<file path="src/esc_pkg.sv">
// ----------------------------------------------------------------------------
// esc_pkg
// Types and constants shared by the epoch-seconds to calendar converter.
// ----------------------------------------------------------------------------
package esc_pkg;

	// Input item: seconds since 1970-01-01 00:00:00
	typedef struct packed {
		logic [31:0] epoch_seconds;
	} secs_item_t;

	// Result item: calendar date and time of day
	typedef struct packed {
		logic [11:0] cal_year;
		logic [3:0]  cal_month;
		logic [4:0]  cal_day;
		logic [4:0]  clock_hour;
		logic [5:0]  clock_minute;
		logic [5:0]  clock_second;
	} cal_item_t;

	// Stage load enables handed to the date and time paths
	typedef struct packed {
		logic s3;
		logic s4;
	} esc_adv_t;

	localparam logic [11:0] BASE_YEAR = 12'd1970;

	// floor(t / 86400) = floor((t >> 7) * DAY_RECIP >> 35), exact for 32-bit t
	localparam logic [25:0] DAY_RECIP = 26'd50903317;

	// floor(4d / 1461) for d < 2^16: year estimate, off by at most one
	localparam logic [18:0] YEAR_RECIP = 19'd367469;

	// floor(r / 3600) = floor((r >> 4) * HOUR_RECIP >> 21), r < 86400
	localparam logic [13:0] HOUR_RECIP = 14'd9321;

	// floor(r / 60) = floor((r >> 2) * MIN_RECIP >> 19), r < 86400
	localparam logic [15:0] MIN_RECIP = 16'd34953;

	// Year offset of 2100, the one century year in range that is not leap
	localparam logic [7:0] SKIP_LEAP_OFS = 8'd130;

	// First day of each month in a common year, counted from January 1
	localparam logic [8:0] MONTH_START [12] = '{
		9'd0, 9'd31, 9'd59, 9'd90, 9'd120, 9'd151,
		9'd181, 9'd212, 9'd243, 9'd273, 9'd304, 9'd334
	};

	// Day number (from 1970-01-01) of January 1 of year 1970 + ofs
	function automatic logic [15:0] year_start(input logic [7:0] ofs);
		logic [8:0]  ofs_p1;
		logic [15:0] leaps;
		ofs_p1 = {1'b0, ofs} + 9'd1;
		// leap years in [1970, 1970 + ofs), skipping 2100
		leaps = 16'(ofs_p1[8:2]) - ((ofs > SKIP_LEAP_OFS) ? 16'd1 : 16'd0);
		return 16'(16'(ofs) * 16'd365) + leaps;
	endfunction

endpackage

</file>
<file path="src/esc_stream_if.sv">
// ----------------------------------------------------------------------------
// esc_stream_if
// Valid/ready channel carrying one payload item per transfer.
// ----------------------------------------------------------------------------
interface esc_stream_if #(
	parameter type payload_t = logic
);
	logic     valid;
	logic     ready;
	payload_t data;

	modport source (output valid, output data, input ready);
	modport sink (input valid, input data, output ready);
endinterface

</file>
<file path="src/epoch_seconds_to_calendar.sv">
// ----------------------------------------------------------------------------
// epoch_seconds_to_calendar
// Unsigned 32-bit seconds since 1970-01-01 00:00:00 to Gregorian date and time.
// ----------------------------------------------------------------------------
// Usage:
//   secs (sink) takes one epoch_seconds value per transfer; cal (source)
//   returns one result per input: year, month, day, hour, minute, second.
//   Every 32-bit input is valid and maps to 1970-01-01 .. 2106-02-07.
// Stages: the transfer loads the input register, then the day split, year
//   estimate, year correction and result register follow in that order.
// Throughput: one item per cycle while cal.ready is high; the rate is set by
//   the five pipeline registers, each of which can load in every cycle.
// Stalls: while cal.ready is low, each stage holds only if the one after it
//   is full, so bubbles close up and inputs keep flowing until every stage,
//   the result register included, holds an item.
// Reset: arst_n clears all stage valid flags; no result is presented and
//   the block is ready at once.
// ----------------------------------------------------------------------------
module epoch_seconds_to_calendar
	import esc_pkg::*;
(
	input  logic         clk,
	input  logic         arst_n,
	esc_stream_if.sink   secs,
	esc_stream_if.source cal
);

	logic        vld_s1, vld_s2, vld_s3, vld_s4, vld_s5;
	logic        ld_s1, ld_s2, ld_s3, ld_s4, ld_s5;
	logic [31:0] t_s1;
	logic [15:0] days_s2;
	logic [16:0] tlo_s2;
	cal_item_t   res_s5;

	logic [50:0] day_prod;
	esc_adv_t    adv;
	logic [11:0] cal_year;
	logic [3:0]  cal_month;
	logic [4:0]  cal_day;
	logic [4:0]  clock_hour;
	logic [5:0]  clock_minute;
	logic [5:0]  clock_second;

	// A stage loads when it is empty or the stage after it moves on
	assign ld_s5 = !vld_s5 || cal.ready;
	assign ld_s4 = !vld_s4 || ld_s5;
	assign ld_s3 = !vld_s3 || ld_s4;
	assign ld_s2 = !vld_s2 || ld_s3;
	assign ld_s1 = !vld_s1 || ld_s2;

	assign secs.ready = ld_s1;
	assign adv.s3     = ld_s3;
	assign adv.s4     = ld_s4;

	// Advance the valid flags
	always_ff @(posedge clk or negedge arst_n) begin
		if (!arst_n) begin
			vld_s1 <= 1'b0;
			vld_s2 <= 1'b0;
			vld_s3 <= 1'b0;
			vld_s4 <= 1'b0;
			vld_s5 <= 1'b0;
		end else begin
			if (ld_s1) vld_s1 <= secs.valid;
			if (ld_s2) vld_s2 <= vld_s1;
			if (ld_s3) vld_s3 <= vld_s2;
			if (ld_s4) vld_s4 <= vld_s3;
			if (ld_s5) vld_s5 <= vld_s4;
		end
	end

	// Capture the input
	always_ff @(posedge clk) begin
		if (ld_s1) begin
			t_s1 <= secs.data.epoch_seconds;
		end
	end

	// Split off whole days: floor((t >> 7) / 675)
	assign day_prod = 51'(t_s1[31:7]) * 51'(DAY_RECIP);

	always_ff @(posedge clk) begin
		if (ld_s2) begin
			days_s2 <= day_prod[50:35];
			tlo_s2  <= t_s1[16:0];
		end
	end

	esc_date_path u_date (
		.clk       (clk),
		.adv       (adv),
		.days      (days_s2),
		.cal_year  (cal_year),
		.cal_month (cal_month),
		.cal_day   (cal_day)
	);

	esc_time_path u_time (
		.clk          (clk),
		.adv          (adv),
		.days         (days_s2),
		.secs_lo      (tlo_s2),
		.clock_hour   (clock_hour),
		.clock_minute (clock_minute),
		.clock_second (clock_second)
	);

	// Result register
	always_ff @(posedge clk) begin
		if (ld_s5) begin
			res_s5.cal_year     <= cal_year;
			res_s5.cal_month    <= cal_month;
			res_s5.cal_day      <= cal_day;
			res_s5.clock_hour   <= clock_hour;
			res_s5.clock_minute <= clock_minute;
			res_s5.clock_second <= clock_second;
		end
	end

	assign cal.valid = vld_s5;
	assign cal.data  = res_s5;

`ifndef SYNTH
	a_accept_fills_s1: assert property (@(posedge clk) disable iff (!arst_n)
		(secs.valid && secs.ready) |=> vld_s1)
		else $error("accepted item did not reach the input register");

	a_date_range: assert property (@(posedge clk) disable iff (!arst_n)
		cal.valid |-> (cal.data.cal_month >= 4'd1 && cal.data.cal_month <= 4'd12
			&& cal.data.cal_day >= 5'd1
			&& (cal.data.cal_month != 4'd2 || cal.data.cal_day <= 5'd29)))
		else $error("month or day of month out of range");

	a_time_range: assert property (@(posedge clk) disable iff (!arst_n)
		cal.valid |-> (cal.data.clock_hour < 5'd24 && cal.data.clock_minute < 6'd60
			&& cal.data.clock_second < 6'd60))
		else $error("time of day out of range");
`endif

endmodule

</file>
<file path="src/esc_date_path.sv">
// ----------------------------------------------------------------------------
// esc_date_path
// Day count to year, month and day of month over two pipeline stages.
// ----------------------------------------------------------------------------
module esc_date_path
	import esc_pkg::*;
(
	input  logic        clk,
	input  esc_adv_t    adv,
	input  logic [15:0] days,
	output logic [11:0] cal_year,
	output logic [3:0]  cal_month,
	output logic [4:0]  cal_day
);

	logic [15:0] days_s3;
	logic [7:0]  yest_s3;
	logic [7:0]  yoff_s4;
	logic [8:0]  doy_s4;

	logic [36:0] year_prod;
	logic [7:0]  yest_p1;
	logic [15:0] ys_cur;
	logic [15:0] ys_next;
	logic [15:0] doy_full;
	logic [7:0]  yoff;
	logic        leap;
	logic [8:0]  mstart;
	logic [8:0]  mstart_k;
	logic [3:0]  mon;

	// Estimate the year offset as floor(4 * days / 1461)
	assign year_prod = 37'({days, 2'b00}) * 37'(YEAR_RECIP);

	always_ff @(posedge clk) begin
		if (adv.s3) begin
			days_s3 <= days;
			yest_s3 <= year_prod[36:29];
		end
	end

	// Correct the estimate by one year and find the day of year
	assign yest_p1 = yest_s3 + 8'd1;
	assign ys_cur  = year_start(yest_s3);
	assign ys_next = year_start(yest_p1);

	always_comb begin
		if (days_s3 >= ys_next) begin
			yoff     = yest_p1;
			doy_full = days_s3 - ys_next;
		end else begin
			yoff     = yest_s3;
			doy_full = days_s3 - ys_cur;
		end
	end

	always_ff @(posedge clk) begin
		if (adv.s4) begin
			yoff_s4 <= yoff;
			doy_s4  <= doy_full[8:0];
		end
	end

	// Pick the month whose start is the last one at or below the day of year
	assign leap = (yoff_s4[1:0] == 2'd2) && (yoff_s4 != SKIP_LEAP_OFS);

	always_comb begin
		mon    = 4'd1;
		mstart = 9'd0;
		for (int k = 0; k < 12; k++) begin
			mstart_k = MONTH_START[k] + ((leap && k >= 2) ? 9'd1 : 9'd0);
			if (doy_s4 >= mstart_k) begin
				mon    = 4'(k + 1);
				mstart = mstart_k;
			end
		end
	end

	assign cal_year  = BASE_YEAR + 12'(yoff_s4);
	assign cal_month = mon;
	assign cal_day   = 5'(doy_s4 - mstart) + 5'd1;

endmodule

</file>
<file path="src/esc_time_path.sv">
// ----------------------------------------------------------------------------
// esc_time_path
// Seconds within the day to hour, minute and second over two stages.
// ----------------------------------------------------------------------------
module esc_time_path
	import esc_pkg::*;
(
	input  logic        clk,
	input  esc_adv_t    adv,
	input  logic [15:0] days,
	input  logic [16:0] secs_lo,
	output logic [4:0]  clock_hour,
	output logic [5:0]  clock_minute,
	output logic [5:0]  clock_second
);

	logic [16:0] rem_s3;
	logic [16:0] rem_s4;
	logic [4:0]  hour_s4;
	logic [10:0] mt_s4;

	logic [25:0] day675;
	logic [16:0] rem;
	logic [26:0] hour_prod;
	logic [30:0] min_prod;
	logic [10:0] hour60;
	logic [10:0] min_full;
	logic [16:0] mt60;
	logic [16:0] sec_full;

	// Remainder within the day: t - days * 86400, kept modulo 2^17
	assign day675 = 26'(days) * 26'd675;
	assign rem    = secs_lo - {day675[9:0], 7'b0};

	always_ff @(posedge clk) begin
		if (adv.s3) begin
			rem_s3 <= rem;
		end
	end

	// Whole hours and whole minutes of the day
	assign hour_prod = 27'(rem_s3[16:4]) * 27'(HOUR_RECIP);
	assign min_prod  = 31'(rem_s3[16:2]) * 31'(MIN_RECIP);

	always_ff @(posedge clk) begin
		if (adv.s4) begin
			rem_s4  <= rem_s3;
			hour_s4 <= hour_prod[25:21];
			mt_s4   <= min_prod[29:19];
		end
	end

	// Strip the hours from the minutes and the minutes from the seconds
	assign hour60   = 11'(hour_s4) * 11'd60;
	assign min_full = mt_s4 - hour60;
	assign mt60     = 17'(mt_s4) * 17'd60;
	assign sec_full = rem_s4 - mt60;

	assign clock_hour   = hour_s4;
	assign clock_minute = min_full[5:0];
	assign clock_second = sec_full[5:0];

endmodule

</file>
<file path="src/flat_wrapper.sv">
// flat-port wrapper written by rule: the top's interface ports become plain ports
module epoch_seconds_to_calendar_flat import esc_pkg::*;
  (clk, arst_n, secs_valid, secs_data, secs_ready, cal_valid, cal_data, cal_ready);
  esc_stream_if #(.payload_t(secs_item_t)) secs_i ();
  esc_stream_if #(.payload_t(cal_item_t)) cal_i ();
  input  logic clk;
  input  logic arst_n;
  input wire logic [$bits(secs_i.valid)-1:0] secs_valid;
  input wire logic [$bits(secs_i.data)-1:0] secs_data;
  output wire logic [$bits(secs_i.ready)-1:0] secs_ready;
  output wire logic [$bits(cal_i.valid)-1:0] cal_valid;
  output wire logic [$bits(cal_i.data)-1:0] cal_data;
  input wire logic [$bits(cal_i.ready)-1:0] cal_ready;
  assign secs_i.valid = secs_valid;
  assign secs_i.data = secs_data;
  assign secs_ready = secs_i.ready;
  assign cal_valid = cal_i.valid;
  assign cal_data = cal_i.data;
  assign cal_i.ready = cal_ready;
  epoch_seconds_to_calendar u_core (.clk(clk), .arst_n(arst_n), .secs(secs_i), .cal(cal_i));
endmodule
</file>
<file path="config.mk">
export PLATFORM = sky130hd
export DESIGN_NAME = epoch_seconds_to_calendar_flat
export DESIGN_NICKNAME = d
export VERILOG_FILES = /design/src/esc_pkg.sv /design/src/esc_stream_if.sv /design/src/epoch_seconds_to_calendar.sv /design/src/esc_date_path.sv /design/src/esc_time_path.sv /design/src/flat_wrapper.sv
export SDC_FILE = /design/constraint.sdc
export NUM_CORES = 2
export LEC_CHECK = 0
export BUFFER_PORTS_ARGS = -buffer_cell sky130_fd_sc_hd__buf_4
export CAP_MARGIN = 20
export CORE_MARGIN = 3
export CORE_UTILIZATION = 50
export DETAILED_ROUTE_END_ITERATION = 8
export GPL_TIMING_DRIVEN = 1
export PLACE_DENSITY = 0.73
export SLEW_MARGIN = 20
export SYNTH_ARGS = -nofsm -noshare
export SYNTH_HDL_FRONTEND = slang
export SYNTH_SLANG_ARGS = --single-unit
</file>
<file path="constraint.sdc">
create_clock -name clk -period 8.55 [get_ports clk]
set_input_delay 0.855 -clock clk [delete_from_list [all_inputs] [get_ports clk]]
set_output_delay 0.855 -clock clk [all_outputs]
set_load 0.005 [all_outputs]
</file>
# Word level (Yosys, flattened, before mapping)

Cells that the tools add are included.

Register bits: 188
Input port bits: 36
Output and inout port bits: 40
Logic and storage cells: 111

Add/sub/neg operators: 25
$mul: 9
Magnitude comparators: 14
Equal/unequal tests: 2
Multiplexer cells: 26
Reductions and logical operators: 12

Operator list:

| cell                     | number |
|---|---|
| $ge A9 B9 Y1             | 7 |
| $mux W5                  | 11 |
| $mul A25 B26 Y51 const B | 1 |
| $add A8 B1 Y9 const A    | 4 |
| $mul A16 B19 Y35 const B | 1 |
| $mul A15 B16 Y30 const B | 1 |
| $add A9 B1 Y9 const A    | 3 |
| $mul A13 B14 Y26 const B | 1 |
| $add A8 B1 Y9 const B    | 2 |
| $ge A9 B8 Y1             | 2 |
| $mux W3                  | 6 |
| $sub A9 B9 Y9            | 2 |
| $sub A17 B17 Y17         | 1 |
| $add A16 B16 Y16         | 1 |
| $add A7 B1 Y8 const A    | 2 |
| $ge A16 B16 Y1           | 1 |
| $gt A8 B8 Y1 const B     | 2 |
| $mul A16 B10 Y10 const B | 1 |
| $mul A8 B9 Y16 const B   | 1 |
| $sub A7 B1 Y8            | 2 |
| $add A11 B8 Y12 const A  | 1 |
| $sub A6 B6 Y6            | 2 |
| $mul A11 B4 Y4 const B   | 1 |
| $add A9 B9 Y9            | 1 |
| 19 further kinds         | 31 |

# Depth between registers and ports, before layout

Depth in word-level cells: 17
Gate-level depth with buffers: 38

# Cells and area by module

A second synthesis with hierarchy kept.

Cell total of the unflattened synthesis: 2,947
Area, all modules: 31,169.9 um^2

Modules (own cells, without submodules):

| module                    | instances | cells each | area an instance (um^2) |
|---|---|---|---|
| epoch_seconds_to_calendar | 1         | 1,183      | 13,295.3 |
| esc_date_path             | 1         | 1,173      | 11,669.9 |
| esc_time_path             | 1         | 591        | 6,204.7 |

# Worst setup path before layout

OpenSTA, ideal clock, no wires.

Path type: register to register
Start point: register u_core.u_date.yest_s3[2]
End point: register u_core.u_date.yoff_s4[2] (data pin)
Data arrival time: 7.188 ns
Slack: 1.096 ns
Stages on the path, launching flop included: 35
Cells stage by stage: edfxtp_1 > ha_1 > and3_4 > and3_2 > xor2_2 > inv_1 > nor2_1 > a21oi_1 > a41oi_1 > ha_1 > ha_1 > nand3_1 > mux2i_1 > o32ai_1 > ha_1 > fa_1 > inv_1 > fa_1 > inv_1 > fa_1 > ha_1 > a21oi_1 > nor2b_1 > o21a_1 > or3_1 > a31oi_1 > xor2_1 > ha_1 > a21o_1 > a21oi_1 > o21a_1 > o21ai_2 > buf_2 > nand2_1 > xnor2_1

Cells in the longest elaborated chain, start to end: 7
Elaborated cells on any way between the ends: 9
Those cells by class: 4 x add/sub; 1 x mul; 2 x order compare; 2 x mux

Ends and longest elaborated chain:

| what                                                   | line                | text |
|---|---|---|
| start, declared                                        | esc_date_path.sv:17 | `logic [7:0] yest_s3;` |
| start signal, assigned                                 | esc_date_path.sv:38 | `yest_s3 <= year_prod[36:29];` |
| branches (longest 6 deep; another with $mul A8 B9 Y16) | n/a                 |  |
| $mux W8 *                                              | esc_date_path.sv:48 | `if (days_s3 >= ys_next) begin` |
| named net u_core.u_date.yoff[2]                        | esc_date_path.sv:26 | `logic [7:0] yoff;` |
| end signal, assigned                                   | esc_date_path.sv:59 | `yoff_s4 <= yoff;` |
| end, declared                                          | esc_date_path.sv:18 | `logic [7:0] yoff_s4;` |

Mark *: on every way through the listed nets, which the timed path passes.
A chain may end at the register's enable or synchronous reset.

# Worst setup path after layout

Start point: register u_core.u_date.yest_s3[4]
End point: register u_core.u_date.doy_s4[8] (data pin)

Cells in the longest elaborated chain, start to end: 7
Elaborated cells on any way between the ends: 17
Those cells by class: 9 x add/sub; 2 x mul; 3 x order compare; 3 x mux

Ends and longest elaborated chain:

| what                                                   | line                | text |
|---|---|---|
| branches (longest 6 deep; another with $mul A8 B9 Y16) | n/a                 |  |
| $mux W9 *                                              | esc_date_path.sv:48 |  |
| named net u_core.u_date.doy_full[8]                    | esc_date_path.sv:25 | `logic [15:0] doy_full;` |
| end signal, assigned                                   | esc_date_path.sv:60 | `doy_s4 <= doy_full[8:0];` |
| end, declared                                          | esc_date_path.sv:19 | `logic [8:0] doy_s4;` |

Marked as above.

==> summary.md <==
| Metric | Value |
|---|---|
| Slowest-stage cell, CP | fa_1 |
| Adder-Cell Fraction of Synth Area | 0.570 |
| FP Rows | 88 |
| Minimum clock period | 8.01 ns |
| Kind of critical path | reg2reg |
| Num CTS Buffers | 17 |
| Synthesized cell area | 29600 µm² |
| Initial antenna violation count | 2 |
| Fill count | 4914 |
| Critical Path AT | 8.24 ns |
| Final hold vios | 0 |
| CTS tree | yes |
| Post-synthesis mux area share | 0.00211 |
| Setup repair bufs after CTS | 0 |
| Synth top area share | 0.301 |
| Final setup vio count | 0 |
| Worst Setup SP | u_core.u_date.yest_s3[4]$_DFFE_PP_ |
| H-tree level count | 4 |
| Post-synth top flop | edfxtp_1 |
| Post-synthesis compound-gate area fraction | 0.0595 |
| Synth Register Bits | 183 |
| Crit end category | flip-flop |
| Outcome | complete, no violations |
| Core Region | 58100 µm² |
| Area share of xor/xnor cells in the synthesized design | 0.0475 |
| Clock transition time at the flip-flop clock pins of the worst setup and hold paths | 0.09 ns |
| Period utilization | 0.937 |
| Vias/cell | 5.32 |
| Post-synthesis cell type with the largest combined area | ha_1 |
| Routed vias | 19000 |
| Critical path's most frequent cell | ha_1 |
| Drt wl/cell | 17.4 µm |
| DR DRC count | 0 |
| Ys async rst share | 0.0273 |
| Die height | 249 µm |
| First-pass GRT wire length | 105 mm |
| CTS resizes | 0 |
| Hold WC Path Type | in2async |
| Syn. warnings | 0 |
| CP peak stage delay | 0.51 ns |
| Total die area | 62200 µm² |
| Startpoint types | flip-flop |
| WL final | 61.8 mm |
| M1 GR Usage | 0.273 |
| Most frequent cell after synthesis | ha_1 |
| Count of cell types in the netlist | 78 |
| Clk buf depth | 2 |
| Buf/Inv on CP | 4 |
| Share of layout cells above drive strength 1 | 0.0554 |
| Clock Skew | 0.0190 ns |
| Largest family of logic cells by synthesized area | adder cells |
| Syn Area/Cell | 11.0 µm² |
| EDFF count, synth | 178 |
| Hold buffer count at CTS | 0 |
| Root Buffer | clkbuf_16 |
| Port Buffer Count | 75 |
| Area contributors post-synth | ha_1, fa_1, edfxtp_1 |
| Worst-Margin Slew | 1.05 ns |
| CP max FO | 15 |
| Clock latency at the later pin of the worst-skew pair | 0.50 ns |
| Total grt overflow | 0 |
| Diodes inserted | 0 |
| Die width | 249 µm |
| Commonest cells post-synth | ha_1, inv_1, fa_1 |
| Vias in the first global route | 21000 |
| Syn nets | 3838 |
| RSZ-0062 raised after global routing | no |
| First DRT Iteration DRCs | 876 |
| GR Util met2 | 0.367 |
| GRT Overall Usage | 0.212 |
| Req. time, crit path | 8.78 ns |
| Synth Area in Simple Gates | 0.0471 |
| Fmax | 0.125 GHz |
| Clock sink count | 183 |
| Final Max Slew Viols | 0 |
| Met3 Use GR | 0.0356 |
| Nets | 3930 |
| Worst r2r src | u_core.u_date.yest_s3[4]$_DFFE_PP_ |
| Initial core utilization | 0.509 |
| Grt peak-use layer | met2 |
| Pre-antenna DRT Iters | 5 |
| Sequential share of the synthesized area | 0.185 |
| RePlAce Congestion | 0.898 |
| Fin Setup TNS | 0 ns |
| DP Wirelength | 53.3 mm |
| I/O Pins | 76 |
| Remaining antenna violation count | 0 |
| Syn Inst Count | 2693 |
| Max_cap viols | 0 |
| Synthesis-to-finish area growth | 7.31% |
| Largest net degree at the start of global routing | 43 |
| Delay-heaviest family, CP | adder cells |
| Rel. slew slack | 0.296 |
## worst paths after layout
check	cells after the start	to	slack [ns]
max in group asynchronous	1	u_core.cal.valid$_DFFE_PN0P_	8.27
min reg2reg	0	u_core.tlo_s2[4]$_DFFE_PP_	0.41
min in group clk	0	u_core.tlo_s2[4]$_DFFE_PP_	0.41
max reg2reg	34	u_core.u_date.doy_s4[8]$_DFFE_PP_	0.54
max	34	u_core.u_date.doy_s4[8]$_DFFE_PP_	0.54
min	1	u_core.vld_s1$_DFFE_PN0P_	0.16
## stage by stage
stage | std cells | setup WS (ns) | hold slack (ns) | util | instance area [µm²]
after CTS | 3563 | 0.242 | 0.114 | 0.546 | 31700
after global routing | 3563 | 0.0157 | 0.127 | 0.546 | 31800
final | 3563 | 0.540 | 0.158 | 0.546 | 31800
after global placement | 3531 | 0.409 | 0.401 | 0.536 | 31100
after floorplan | 2693 | 1.10 | 0.400 | - | 29600
after detailed placement | 3531 | 0.255 | 0.405 | 0.536 | 31100
## cell usage in the layout (no fill, tap or decap), drive strengths merged, types with 5 or more instances in the layout
master	instances
ha	711
inv	690
fa	398
edfxtp	178
xnor2	110
a21oi	95
buf	87
nand2	65
nor2	64
o21ai	47
xor2	44
a21o	33
nand3	31
nand4	21
nand2b	19
nor3	19
clkbuf	18
nor2b	15
o21bai	12
a211oi	12
and3	11
o21a	10
a31oi	9
or3	9
o211ai	7
a41oi	5
dfrtp	5
a21boi	5
clkinv	5
## final cells by class
class / instances / area (µm²) / share of cell area
well taps: 765 / 957 / 0.0301
clock buffers: 18 / 429 / 0.0135
repair buffers: 87 / 653 / 0.0206
multi-input cells: 1813 / 21500 / 0.678
clock inverters: 14 / 153 / 0.00481
inverters: 683 / 2570 / 0.0808
flip-flops and latches: 183 / 5470 / 0.172
## metal layers
metal / up-vias / share of wire
met2: 389 / 0.49
met3: 85 / 0.044
met1: 9477 / 0.44
met4: 0 / 0.023
met5: - / 0
li1: 9002 / -
## state kept, by name, indices dropped and copies added (netlist names)
signal	flops
u_core.u_date.yest_s3	8
u_core.u_date.days_s3	16
u_core.days_s2	16
u_core.cal.valid	1
u_core.u_time.rem_s3	17
u_core.tlo_s2	17
u_core.vld_s1	1
u_core.u_date.yoff_s4	8
u_core.u_date.doy_s4	9
u_core.u_time.rem_s4	6
u_core.t_s1	32
u_core.vld_s3	1
u_core.vld_s4	1
u_core.cal.data	38
u_core.vld_s2	1
u_core.u_time.mt_s4	6
u_core.u_time.clock_hour	5
## kinds of logic (layout without fill, tap and decap cells)
kind of cell,count (synthesis),after routing
buffers and inverters,697,802
XOR/XNOR,154,154
flip-flops,183,183
multiplexers,6,6
AO/OA/AOI/OAI,271,271
AND/OR/NAND/NOR,273,273
adder cells (fa/ha/maj),1109,1109
Power is left out: the tool's default activity adds up to more than one toggle a clock period on the data nets, which glitch-free logic cannot reach.
